===== config.mk =====
export PLATFORM = sky130hd
export DESIGN_NAME = kme_front_sel
export DESIGN_NICKNAME = d
export VERILOG_FILES = /design/src/rtl/core/kme_pkg.sv /design/src/rtl/core/kme_front_sel.sv
export SDC_FILE = /design/constraint.sdc
export NUM_CORES = 1
export LEC_CHECK = 0
export ABC_AREA = 1
export BUFFER_PORTS_ARGS = -buffer_cell sky130_fd_sc_hd__buf_2
export CAP_MARGIN = 15
export CORE_AREA = 2 2 733 735
export DETAILED_ROUTE_END_ITERATION = 10
export DIE_AREA = 0 0 735 737
export SLEW_MARGIN = 20
export SYNTH_ARGS = -nofsm -noshare
export SYNTH_HDL_FRONTEND = slang
export SYNTH_SLANG_ARGS = --single-unit

===== constraint.sdc =====
create_clock -name vclk -period 2.5
set_input_delay 0.375 -clock vclk [all_inputs]
set_output_delay 0.375 -clock vclk [all_outputs]
set_load 0.01 [all_outputs]

===== src/rtl/core/kme_pkg.sv =====
// ----------------------------------------------------------------------------
// K-mer minimizer extractor package
// Field widths, register indexes, reset values and the cell control group.
// ----------------------------------------------------------------------------
package kme_pkg;

	// Payload field widths
	localparam int CODE_W     = 3;
	localparam int VALUE_W    = 32;
	localparam int START_W    = 24;

	// Configuration register widths and reset values
	localparam int KLEN_W     = 5;
	localparam int WLEN_W     = 6;
	localparam logic [KLEN_W-1:0] KLEN_RESET = 5'd15;
	localparam logic [WLEN_W-1:0] WLEN_RESET = 6'd10;

	// Configuration port
	localparam int CFG_IDX_W  = 2;
	localparam int CFG_DATA_W = 8;
	localparam logic [CFG_IDX_W-1:0] CFG_KMER_LEN   = 2'd0;
	localparam logic [CFG_IDX_W-1:0] CFG_WINDOW_LEN = 2'd1;

	// Run of valid bases, saturating
	localparam int RUN_W = 5;
	localparam logic [RUN_W-1:0] RUN_MAX = 5'd31;

	// Wide enough for any clamp of the window register
	localparam int WCMP_W = 7;

	// Control broadcast to every window cell
	typedef struct packed {
		logic insert;  // a k-mer enters the window this cycle
		logic flush;   // a new read starts: drop every entry first
		logic full;    // no entry leaves: push the oldest out
	} kme_cell_ctl_t;

endpackage


===== src/rtl/core/kme_front_sel.sv =====
// ----------------------------------------------------------------------------
// K-mer minimizer front select
// Binary tree that finds the valid cell highest in the chain (the oldest entry).
// ----------------------------------------------------------------------------
module kme_front_sel import kme_pkg::*; #(
	parameter int N     = 32,
	parameter int VAL_W = 32,
	parameter int POS_W = 24
) (
	input  logic             vld   [N],
	input  logic [VAL_W-1:0] value [N],
	input  logic [POS_W-1:0] pos   [N],
	output logic             front_vld,
	output logic [VAL_W-1:0] front_value,
	output logic [POS_W-1:0] front_pos
);

	localparam int TREE_N = 2 ** $clog2(N);

	logic             node_vld   [1:2*TREE_N-1];
	logic [VAL_W-1:0] node_value [1:2*TREE_N-1];
	logic [POS_W-1:0] node_pos   [1:2*TREE_N-1];

	for (genvar i = 0; i < TREE_N; i++) begin : g_leaf
		if (i < N) begin : g_used
			assign node_vld[TREE_N+i]   = vld[i];
			assign node_value[TREE_N+i] = value[i];
			assign node_pos[TREE_N+i]   = pos[i];
		end else begin : g_pad
			assign node_vld[TREE_N+i]   = 1'b0;
			assign node_value[TREE_N+i] = '0;
			assign node_pos[TREE_N+i]   = '0;
		end
	end

	// Right child covers higher cells, so it wins when valid
	for (genvar n = 1; n < TREE_N; n++) begin : g_node
		assign node_vld[n]   = node_vld[2*n] | node_vld[2*n+1];
		assign node_value[n] = node_vld[2*n+1] ? node_value[2*n+1] : node_value[2*n];
		assign node_pos[n]   = node_vld[2*n+1] ? node_pos[2*n+1] : node_pos[2*n];
	end

	assign front_vld   = node_vld[1];
	assign front_value = node_value[1];
	assign front_pos   = node_pos[1];

endmodule


==> run summary <==
The run finished, with violations left. The final reports fail on negative setup slack. The tools report the worst setup margin as -0.302 ns. Setup repair after global routing could not meet its margin everywhere. Counting I/O delays and the setup requirement, the final critical path takes 2.80 ns. The logs give 0 for the total of clock buffers placed in the layout and 0 for the final max-slew violation count.

The run gives 21400 um2 as the area of the mapped netlist. The run gives -1.55 ns as the setup slack at placement. The die is 737 um tall. The via count of the first global-routing pass came out at 41300.

In this run the tool buffered the top-level ports with 1881 buffer cells. The kind of cell with the highest combined delay on the critical path is simple AND/OR/NAND/NOR gates. The setup TNS is -10.05 ns. By startpoint and endpoint, the worst setup path is classified as in2out. For this run, the number of Yosys warnings is 0. The final-layout worst hold slack is 1.15 ns.

The startpoint type of the worst setup path was an input port. The logs give 479000 um for the first-pass GRT wire length and 0 for the aggregate global routing overflow. The number of unique standard cell types used by synthesis came out at 18. IR analysis of the VDD net gives a maximum drop of 0.102 mV. The final standard cell utilization of the core came out at 10.5%.

The number of sequential storage elements was 0. The count of buffering cells on the critical path with inverters included was 4. The share of cells above drive strength 1 works out to 45.0%. After layout, the worst path uses 112% of the clock period. For the worst endpoint data arrival time, the log shows 2.43 ns.

The tools report the total track usage as 14.0%. The number of optimization iterations in the first detailed-route pass came out at 6. For this design the total switching power over the nets is 5.90 mW. The floorplan step set the die width to 735 um.

The logs give 0% for the portion of total power attributed to the clock network and 56 for the number of setup violations in the final report. The count of nets left with antenna violations once routing finished came out at 0. The signal on the critical path passes through buf_6 -> buf_12 -> nor2_1 -> o21ai_0 -> buf_4 -> nor2_1 -> nor2_4 -> nor2_4 -> nor2_4 -> buf_6. The most numerous cell type found on the critical path is nor2_4.

After detailed routing, the number of vias per cell comes to 3.00. The net total in the final layout came out at 9632. The switching share of power was 59.1%; the number of vias in the routed layout was 45000.

The number of antenna violations at the first check in global routing was 237; the effective utilization at floorplan was 4.00%. The area used by sequential logic in the layout was 0 um2. The synthesized netlist cell count is 5343, and the power per standard cell area is 179 nW/um2. The floorplan step defined a die boundary enclosing 542000 um2. The internal portion of the total power is 4.09 mW. The run gives 0% as the share of power burned in registers. The weighted congestion reported at the end of routability-driven placement was 0.995; the leakage dissipation was 29.1 nW. The min-delay analysis places its worst path in the category in2out. The design area is 55900 um2, and the transition time at the pin with the least slew margin is 0.608 ns. The run gives 4514 as the initial DRC count. The kind of capture point of the worst setup path was an output port. The share of total power dissipated in combinational logic is 100.0%. For the required arrival time at the worst endpoint, the log shows 2.12 ns. The launch point of the worst hold path is vld[31].

The run gives 269 as the site row count. Static timing analysis puts the maximum clock frequency at 0.357 GHz. The pin count of the biggest net entering global routing is 40, and the core area is 534000 um2. The number of standard cells in the final layout excluding fillers was 15000. Post-synthesis area per instance: 4.00 um2. The logs give 59.3% for the relative slew slack and 0 for the max-cap check violation count. After detailed placement, the design holds a cell count of 14600. For hold timing, the worst endpoint is front_vld. The number of nets in the synthesized netlist is 7167. The I/O pin count came out at 1881. The placed instances occupy a cell area of 46700 um2.

The slowest stage cell on the critical path was nor2_1. The biggest cell delay along the critical path is 0.48 ns, and the remaining design rule violation count is 0. The run gives 9.99 mW as the post-route total power. The maximum fanout count along the critical path is 3, and the total count of hold-check failures in the final report is 0. The cell depth of the worst min-delay path came out at 4.

Detailed placement finished with a half-perimeter wire length of 358000 um. Wires add up to 410000 um. The average wire per standard cell is 27.3 um, and the relative area change from synthesis to final layout is 161%. Sequential element share of the synthesized area: 0%.
-- cell usage after synthesis, types with 2 or more instances --
master	instances	area (um2)
buf_6	8	90.1
nand2_2	2	12.5
buf_2	149	746
nand2_1	2952	11100
nor2_4	6	67.6
buf_1	47	176
a21oi_1	80	400
buf_4	8	60.1
nand3_1	685	3430
inv_1	787	2950
o21ai_0	22	110
nor2_2	2	12.5
clkbuf_1	124	465
inv_2	8	30.0
nor2_1	460	1730
-- power groups by stage --
stage          combinational (mW)  sequential [mW]  clock [mW]
2_1_floorplan                2.46                0           0
3_3_place_gp                 8.82                0           0
3_5_place_dp                 8.77                0           0
4_1_cts                      9.79                0           0
5_1_grt                      10.8                0  0.00000600
6_report                     9.99                0  0.00000945
-- tightest hold or removal path: cells and delay by family --
kind                   cells  cell delay (ns)
and+or+nand+nor            2             0.18
buffers and inverters      2             0.22
-- cell families (layout without fill, tap and decap cells) --
logic type | count (synthesis) | after routing | synth area share, %
AO/OA/AOI/OAI | 102 | 102 | 2.39
other | 0 | 167 | 0
buffers and inverters | 1131 | 3593 | 21.2
AND/OR/NAND/NOR | 4110 | 4111 | 76.5
-- timing repair --
item	in CTS	in global routing
gates resized for setup	1039	537
endpoints found under the hold margin	0	0
hold buffers	0	0
cloned	27	17
endpoints found under the setup margin	57	56
pin swaps	154	208
buffers inserted	140	95
-- layout by cell type (no fill, tap or decap), types with 56 or more instances in the layout --
cell type  count
a21oi_1       63
buf_12       295
buf_2       1812
buf_4        396
buf_6        173
buf_8         56
diode_2      167
inv_1        770
nand2_1     2734
nand2_2      141
nand2_4       66
nand3_1      519
nand3_2       92
nand3_4       75
nor2_1       183
nor2_2        96
nor2_4       189
-- how the worst max path moves through the flow --
stage,start,endpoint,slack [ns],depth (start not counted)
2_1_floorplan,vld[24],front_pos[12],0.62,10
3_3_place_gp,vld[11],front_value[26],-1.57,12
3_5_place_dp,vld[11],front_value[26],-1.55,12
4_1_cts,vld[10],front_pos[6],-0.33,15
5_1_grt,vld[0],front_pos[6],-0.35,16
6_report,vld[30],front_value[3],-0.30,10
-- metal layers --
layer	global-route usage, %	vias to the layer above	part of all wire [%]
met4	5.76	114	5.5
met1	17.1	20300	40
met3	3.35	769	8.0
li1	-	20900	-
met5	0	-	0.19
met2	23.6	2909	46
-- cell type report --
| class | count | area, um2 |
|---|---|---|
| fillers | 63500 | 479000 |
| multi-input cells | 4213 | 21000 |
| repair buffers | 2798 | 22500 |
| diodes | 167 | 418 |
| inverters | 795 | 3110 |
| well taps | 7046 | 8820 |
No activity file was read; power rests on OpenSTA's default activity.
