==> config.mk <==
export PLATFORM = sky130hd
export DESIGN_NAME = kme_cell
export DESIGN_NICKNAME = d
export VERILOG_FILES = /design/src/rtl/core/kme_pkg.sv /design/src/rtl/core/kme_cell.sv
export SDC_FILE = /design/constraint.sdc
export NUM_CORES = 1
export LEC_CHECK = 0
export BUFFER_PORTS_ARGS = -buffer_cell sky130_fd_sc_hd__buf_2
export CAP_MARGIN = 10
export CORE_ASPECT_RATIO = 0.8
export CORE_UTILIZATION = 30
export CTS_CLUSTER_DIAMETER = 200
export CTS_CLUSTER_SIZE = 30
export DETAILED_ROUTE_END_ITERATION = 10
export RECOVER_POWER = 50
export REMOVE_ABC_BUFFERS = 1
export SKIP_CTS_REPAIR_TIMING = 1
export SLEW_MARGIN = 0
export SYNTH_ARGS = -nofsm -noshare
export SYNTH_HDL_FRONTEND = slang
export SYNTH_SLANG_ARGS = --single-unit
==> constraint.sdc <==
create_clock -name clk -period 5.1 [get_ports clk]
set_input_delay 0 -clock clk [delete_from_list [all_inputs] [get_ports clk]]
set_output_delay 0 -clock clk [all_outputs]
set_load 0.01 [all_outputs]
==> src/rtl/core/kme_pkg.sv <==
// ----------------------------------------------------------------------------
// K-mer minimizer extractor package
// Field widths, register indexes, reset values and the cell control group.
// ----------------------------------------------------------------------------
package kme_pkg;

	// Payload field widths
	localparam int CODE_W     = 3;
	localparam int VALUE_W    = 32;
	localparam int START_W    = 24;

	// Configuration register widths and reset values
	localparam int KLEN_W     = 5;
	localparam int WLEN_W     = 6;
	localparam logic [KLEN_W-1:0] KLEN_RESET = 5'd15;
	localparam logic [WLEN_W-1:0] WLEN_RESET = 6'd10;

	// Configuration port
	localparam int CFG_IDX_W  = 2;
	localparam int CFG_DATA_W = 8;
	localparam logic [CFG_IDX_W-1:0] CFG_KMER_LEN   = 2'd0;
	localparam logic [CFG_IDX_W-1:0] CFG_WINDOW_LEN = 2'd1;

	// Run of valid bases, saturating
	localparam int RUN_W = 5;
	localparam logic [RUN_W-1:0] RUN_MAX = 5'd31;

	// Wide enough for any clamp of the window register
	localparam int WCMP_W = 7;

	// Control broadcast to every window cell
	typedef struct packed {
		logic insert;  // a k-mer enters the window this cycle
		logic flush;   // a new read starts: drop every entry first
		logic full;    // no entry leaves: push the oldest out
	} kme_cell_ctl_t;

endpackage

==> src/rtl/core/kme_cell.sv <==
// ----------------------------------------------------------------------------
// K-mer minimizer window cell
// Holds one window entry; drops it when stale or larger than the new k-mer
// and moves entries one place up the chain to close gaps.
// ----------------------------------------------------------------------------
module kme_cell import kme_pkg::*; #(
	parameter int VAL_W = 32,
	parameter int POS_W = 24,
	parameter int WIN_W = 6
) (
	input  logic             clk,
	input  logic             arst_n,
	input  kme_cell_ctl_t    ctl,
	input  logic [VAL_W-1:0] new_value,
	input  logic [POS_W-1:0] cur_pos,
	input  logic [WIN_W-1:0] win_len,
	input  logic             hole_in,
	input  logic             shift_vld,
	input  logic [VAL_W-1:0] shift_value,
	input  logic [POS_W-1:0] shift_pos,
	output logic             vld,
	output logic             keep,
	output logic             hole_out,
	output logic [VAL_W-1:0] value,
	output logic [POS_W-1:0] pos
);

	logic             vld_q;
	logic [VAL_W-1:0] value_q;
	logic [POS_W-1:0] pos_q;
	logic [POS_W:0]   reach;
	logic             expired;
	logic             greater;
	logic             shift;

	// Stale once its end position lies a full window back
	assign reach    = {1'b0, pos_q} + (POS_W+1)'(win_len);
	assign expired  = reach <= {1'b0, cur_pos};
	assign greater  = value_q > new_value;
	assign keep     = vld_q & ~ctl.flush & ~expired & ~greater;
	assign hole_out = hole_in | ~keep;
	assign shift    = hole_out | ctl.full;

	always_ff @(posedge clk or negedge arst_n) begin
		if (!arst_n) begin
			vld_q <= 1'b0;
		end else if (ctl.insert) begin
			vld_q <= shift ? shift_vld : keep;
		end else if (ctl.flush) begin
			vld_q <= 1'b0;
		end
	end

	always_ff @(posedge clk) begin
		if (ctl.insert && shift) begin
			value_q <= shift_value;
			pos_q   <= shift_pos;
		end
	end

	assign vld   = vld_q;
	assign value = value_q;
	assign pos   = pos_q;

endmodule

==> PnR_summary.wiki, run 1 <==
{| class="wikitable"
! Metric !! Value
|-
| Outcome || complete, but fails checks
|-
| Failing checks || negative hold slack
|-
| N_diodes || 0
|-
| Depth of the worst register-to-register path || 19
|-
| Die boundary height || around 100 um
|-
| Summed instance area of the synthesized netlist || around 3800 um^2
|-
| Yosys reg bits || 57
|-
| Vias || around 3400
|-
| Count of H-tree levels built during CTS || 3
|-
| Fraction of final layout cells with drive strength greater than 1 || 28.7%
|-
| Die width || 127 um
|-
| Area added between synthesis and finish || 54.2%
|-
| Dominant synthesized flop cell || edfxtp_1
|-
| Placed Cells incl. Taps || around 710
|-
| Final-layout setup total negative slack || 0 ps
|-
| Category of the most critical setup path || flop to flop
|-
| Die Area || ~13000 um^2
|-
| GRT overflow || 0
|-
| Post-route DRC violation count || 0
|-
| Placer congestion estimate || between 0.7 and 0.8
|-
| Worst vdd rail ir drop || about 0.15 mV
|-
| Type of the worst min-delay path || primary input to async pin
|-
| Clock Pin Slew Worst Setup and Hold Paths || around 50 ps
|-
| # fillers || between 1000 and 1500
|-
| Design Power || approximately 1500 uW
|-
| Pin count of the biggest net entering global routing || 32
|-
| R2R setup slack || roughly 350 ps
|-
| Crit Path Max Fanout || 5
|-
| Nets || 793
|-
| Final wirelength || roughly 10000 um
|-
| Register area share after synthesis || between 40% and 50%
|-
| Avg Synthesized Cell Area || 10.8 um^2
|-
| Synth Warn # || 0
|-
| Number of rows created at floorplan || 36
|-
| Clock tree from TritonCTS || built
|-
| Overall Global Routing Usage || between 10 and 15%
|-
| Count of boundary I/O pins || approximately 180
|-
| Slack of the critical path || 349 ps
|-
| Number of buffers on the longest clock path || 2
|-
| Routed WL per cell || 13.1 um
|-
| Number of nets with antenna violations after detailed routing || 0
|-
| Minimum hold slack || -4.44 ps
|-
| Number of iterations in the first detailed-routing pass || 4
|-
| Average vias per placed instance || ~4.4
|-
| Most common cell after layout, fill and taps aside || buf_2
|-
| Crit path time final || between 4000 and 5000 ps
|-
| Hold violation count in the final report || 1
|-
| Final slew viol count || 0
|-
| Wire length of the first global-routing pass || 14500 um
|-
| Number of global-route vias before repair || ~3200
|-
| Final count of negative-setup-slack endpoints || 0
|-
| RR Endpoint || vld
|-
| IO buf count || about 180
|-
| Leading cell types in the layout, fill and taps excluded || 152 x buf_2, 66 x inv_1, 62 x ha_1
|-
| Core area || approximately 12000 um^2
|-
| Clk_lat worst skew || 320 ps
|-
| Count of placed standard cells in the final layout, fillers left out || between 700 and 800
|-
| Share of flip-flops with an asynchronous set or reset || between 1.5 and 2%
|-
| Cell at the root of the clock tree || clkbuf_16
|-
| Cell type with the largest total area after synthesis || edfxtp_1
|-
| Kind of start point of the critical path || flop
|-
| Clock sinks || between 50 and 60
|-
| Number of antenna violations at the first check in global routing || 0
|-
| Count of unique library cells instantiated by Yosys || 40
|-
| RSZ-0062 raised after global routing || false
|-
| Reg2Reg Launch Point || pos[0]
|-
| HPWL reported at the end of detailed placement || between 8000 and 9000 um
|-
| Fraction of post-synthesis cell area in the top cell type by area || between 40% and 50%
|-
| Pwr per Cell Area || about 260 nW/um^2
|-
| Number of instances in the synthesized netlist || approximately 350
|-
| CP Data Required Time || between 5000 and 6000 ps
|-
| Clk_skew || 6.33 ps
|-
| Worst slack after detailed placement || roughly 320 ps
|-
| Worst slew margin relative to its limit || 57.0%
|-
| Highest clock rate || between 200 and 250 MHz
|-
| Leakage power summed over all cells || ~0.0028 uW
|-
| Transition time at the pin with the least slew margin || 640 ps
|-
| Worst Path Arrival || between 4000 and 5000 ps
|-
| Ranking of synthesized cells by area || edfxtp_1 45%, ha_1 21%, inv_1 6.6%
|-
| Starting utilization of the core area || between 30% and 40%
|-
| Clock buffer count from CTS || 9
|-
| EDFF count, synth || 56
|-
| Critical path capture point type || flop
|-
| Total of max-cap violations || 0
|-
| Fin crit share || just over 90%
|-
| Initial drt markers || between 100 and 150
|}
[sequential cells by signal (all words and copies together) (netlist names)]
register and cells:
value 32, vld 1, pos 24
[metrics by stage]
| step | area, um^2 | hold slack, ps | utilization [%] |
|---|---|---|---|
| after floorplan | 3750 | -296 | - |
| after global placement | 4900 | -218 | 40.1 |
| after detailed placement | 4900 | -217 | 40.1 |
| after CTS | 5210 | -556 | 42.7 |
| after global routing | 5790 | -4.28 | 47.4 |
| final | 5790 | -4.44 | 47.4 |
[cells by family (layout without fill, tap and decap cells)]
group / count (synthesis) / count (layout) / share of synthesized area (%)
AOI/OAI and AO/OA: 58 / 58 / 9.76
xor gates and xnor gates: 21 / 21 / 4.90
adders and majority gates: 63 / 63 / 21.2
buffers and inverters: 66 / 327 / 6.60
DFF: 57 / 57 / 45.5
and+or+nand+nor: 84 / 84 / 12.1
[synthesized netlist by cell type (3+ instances only)]
cell,number
a21o_1,3
inv_1,66
a21oi_1,29
nor2_1,9
and3_1,3
nor3_1,5
xnor2_1,17
nand2_1,16
nand3_1,20
nand4_1,12
a21boi_0,3
o21ai_0,7
a211oi_1,3
nor2b_1,5
xor2_1,4
ha_1,62
edfxtp_1,56
nand2b_1,3
[how the worst max path moves through the flow]
stage,slack (ps),to,depth (start not counted),startpoint
after floorplan,-130,pos[0],18,pos[0]
after global placement,480,value[6],18,pos[0]
after detailed placement,320,value[7],18,pos[0]
after CTS,270,pos[19],18,pos[0]
after global routing,20,pos[19],19,pos[0]
final,350,vld,19,pos[0]
[critical path, stage by stage (launching register included)]
cell and delay, ps:
edfxtp_1 340, ha_1 180, inv_1 60, fa_1 390, nor2b_1 140, o21ai_1 90, a21boi_0 280, o21ai_0 220
and2_0 290, nor3_1 260, xor2_1 170, ha_1 270, nand4_1 180, nor3_1 80, a211o_1 290, a211oi_1 230
a21boi_0 200, o22ai_2 260, o21ai_0 120, dlygate4sd3_1 570
[power breakdown]
| part | total [uW] | leakage (uW) | internal [uW] | switching [uW] |
|---|---|---|---|---|
| combinational | 290 | 0.00205 | 148 | 141 |
| sequential | 569 | 0.000560 | 548 | 21.1 |
| clock | 626 | 0.000150 | 422 | 204 |
[metal layers]
layer	GRT usage [%]	share of wire (%)	wire [um]	vias up
met1	17.8	43	4350	1551
met4	5.77	1.6	160	0
met5	0	0	0	-
met2	24.6	49	5040	126
met3	3.87	6.6	672	14
li1	-	-	-	1757
[area by class of cell]
cell class | instances | area (um^2) | share of cell area (%)
clock buffer | 9 | 225 | 3.89
clock inverter | 7 | 85.1 | 1.47
inverter | 66 | 248 | 4.28
multi-input combinational | 226 | 1810 | 31.3
sequential | 57 | 1710 | 29.5
tap | 171 | 214 | 3.69
timing repair buffer | 245 | 1500 | 25.9
(Power assumes the default switching activity.)
==> run 2: changes to the inputs <==
--- a/config.mk
+++ b/config.mk
@@ -9,6 +9,7 @@
 export CAP_MARGIN = 10
 export CORE_ASPECT_RATIO = 0.8
 export CORE_UTILIZATION = 30
+export CTS_BUF_LIST = sky130_fd_sc_hd__clkbuf_8
 export CTS_CLUSTER_DIAMETER = 200
 export CTS_CLUSTER_SIZE = 30
 export DETAILED_ROUTE_END_ITERATION = 10
==> run 2 against run 1 <==
Net effect:
- the run now ends clean
- combinational power about the same
- die area unchanged
- sequential share of layout area up 0.47 points
- clock skew up 4.8 ps
- wire length about the same
- critical path type unchanged
- largest cell class unchanged
==> PnR_summary.wiki, run 2 (same netlist as run 1, synthesis figures left out) <==
{| class="wikitable"
! Metric !! Value
|-
| Die boundary height || 102 um (unchanged)
|-
| Worst Path Arrival || 4760 ps (-190 ps)
|-
| GRT overflow || 0 (unchanged)
|-
| Register area || 1710 um^2 (unchanged)
|-
| Clock sinks || 57 (unchanged)
|-
| Minimum hold slack || 287 ps (+291 ps)
|-
| Cell at the root of the clock tree || clkbuf_8
|-
| Fraction of final layout cells with drive strength greater than 1 || 28.6% (-0.047 points)
|-
| Count of placed standard cells in the final layout, fillers left out || 782 (+0.13%)
|-
| Clock Pin Slew Worst Setup and Hold Paths || 70 ps (+20 ps)
|-
| Post-route DRC violation count || 0 (unchanged)
|-
| Number of buffers on the longest clock path || 2 (unchanged)
|-
| Placer congestion estimate || 0.786 (unchanged)
|-
| Initial drt markers || 88 (-21%)
|-
| Clock tree from TritonCTS || built
|-
| Fin crit share || 93.3% (+0.13 points)
|-
| Vias || 3452 (+0.12%)
|-
| Final design utilization || 46.7% (-0.75 points)
|-
| HPWL reported at the end of detailed placement || 8110 um (unchanged)
|-
| Starting utilization of the core area || 30.8% (unchanged)
|-
| Category of the most critical setup path || flop to flop
|-
| Clock buffer count from CTS || 9 (unchanged)
|-
| Cell area after placement || 4900 um^2 (unchanged)
|-
| Number of iterations in the first detailed-routing pass || 4 (unchanged)
|-
| Average vias per placed instance || 4.41 (about the same)
|-
| R2R setup slack || 340 ps (about the same)
|-
| Outcome || complete, no violations
|-
| Die width || 127 um (unchanged)
|-
| Die Area || 13000 um^2 (unchanged)
|-
| Number of rows created at floorplan || 36 (unchanged)
|-
| Final count of negative-setup-slack endpoints || 0 (unchanged)
|-
| Final Cell Area || 5700 um^2 (-1.6%)
|-
| Nets || 794 (+0.13%)
|-
| Leakage power summed over all cells || 0.00272 uW (-1.5%)
|-
| Worst slew margin relative to its limit || 57.4% (+0.38 points)
|-
| Final wirelength || 10200 um (about the same)
|-
| Count of boundary I/O pins || 184 (unchanged)
|-
| RSZ-0062 raised after global routing || false
|-
| Type of the worst min-delay path || primary input to flop
|-
| Pin count of the biggest net entering global routing || 32 (unchanged)
|-
| Clk_skew || 11.1 ps (+4.79 ps)
|-
| Crit Path Max Fanout || 31 (+26)
|-
| Area used by multi-input combinational logic || 1810 um^2 (unchanged)
|-
| CP Data Required Time || 5100 ps (-190 ps)
|-
| Crit path time final || 4760 ps (+6.78 ps)
|-
| Leading cell types in the layout, fill and taps excluded || 152 x buf_2, 66 x inv_1, 62 x ha_1
|-
| IO buf count || 183 (unchanged)
|-
| Kind of start point of the critical path || flop
|-
| Design Power || 1310 uW (-12%)
|-
| Number of nets with antenna violations after detailed routing || 0 (unchanged)
|-
| Core area || 12200 um^2 (unchanged)
|-
| Worst vdd rail ir drop || 0.146 mV (-1.6%)
|-
| Highest clock rate || 210 MHz (-0.14%)
|-
| # fillers || 1182 (+1.3%)
|-
| Number of global-route vias before repair || 3189 (+0.60%)
|-
| Routed WL per cell || 13.1 um (-0.14%)
|-
| Total of max-cap violations || 0 (unchanged)
|-
| N_diodes || 0 (unchanged)
|-
| Count of H-tree levels built during CTS || 3 (unchanged)
|-
| Critical path capture point type || flop
|-
| Placed Cells incl. Taps || 705 (unchanged)
|-
| Area added between synthesis and finish || 51.8%
|-
| Overall Global Routing Usage || 14.5% (-0.057 points)
|-
| Most common cell after layout, fill and taps aside || buf_2
|-
| Transition time at the pin with the least slew margin || 635 ps (-5.68 ps)
|-
| Final slew viol count || 0 (unchanged)
|-
| Largest register FFs || 32 (unchanged)
|-
| Pwr per Cell Area || 230 nW/um^2 (-10%)
|-
| Number of antenna violations at the first check in global routing || 0 (unchanged)
|-
| Hold violation count in the final report || 0 (-1)
|-
| Clk_lat worst skew || 330 ps (about the same)
|-
| Wire length of the first global-routing pass || 14500 um (about the same)
|}
[run 2: cell types whose count changed in the layout (fill, tap and decap cells not counted), sizes merged]
| cell | previous run | this run |
|---|---|---|
| dlygate4sd3 | 60 | 61 |
[run 2: layout make-up]
class | count | share of cell area (%)
inverter | 66 | 4.35
multi-input combinational | 226 | 31.8
sequential | 57 | 29.9
tap | 171 | 3.75
timing repair buffer | 246 | 26.5
clock buffer | 9 | 2.17
clock inverter | 7 | 1.49
[run 2: metrics by stage]
stage	TNS, ps	worst slack (ps)
6_report	0	343
5_1_grt	0	9.71
4_1_cts	0	268
3_5_place_dp	0	316
3_3_place_gp	0	484
2_1_floorplan	-7000	-125
[run 2: worst paths after layout]
check                             start         to  cells after the start
worst min-delay path             ctl[2]  value[18]                      3
worst min register to register  pos[23]  value[18]                      5
max in group asynchronous        arst_n        vld                      3
min in group asynchronous        arst_n        vld                      3
worst max register to register   pos[0]   value[2]                     19
worst max-delay path             pos[0]   value[2]                     19
[run 2: power by group]
part	internal [uW]	switching, uW	total [uW]	leakage, uW
Sequential	547	21.0	567	0.000560
Combinational	149	141	290	0.00206
Clock	270	182	452	0.000104
[run 2: routing by layer]
metal  share of wire (%)  up-vias  wire [um]  GRT usage (%)
met5                   0        -          0              0
met4                 1.6        0        159           5.77
met3                 6.7       13        682           3.72
met2                  49      122       5060           24.6
met1                  42     1560       4320           17.8
li1                    -     1757          -              -
[run 2: critical path, stage by stage (launching register included)]
cell and delay [ps]:
edfxtp_1 350, ha_1 180, inv_1 60, fa_1 390, nor2b_1 140, o21ai_1 90
a21boi_0 280, o21ai_0 220, and2_0 290, nor3_1 260, xor2_1 170, ha_1 270
nand4_1 180, nor3_1 80, a211o_1 290, a211oi_1 230, a21boi_0 200, o22ai_2 260
o31a_2 180, buf_6 280
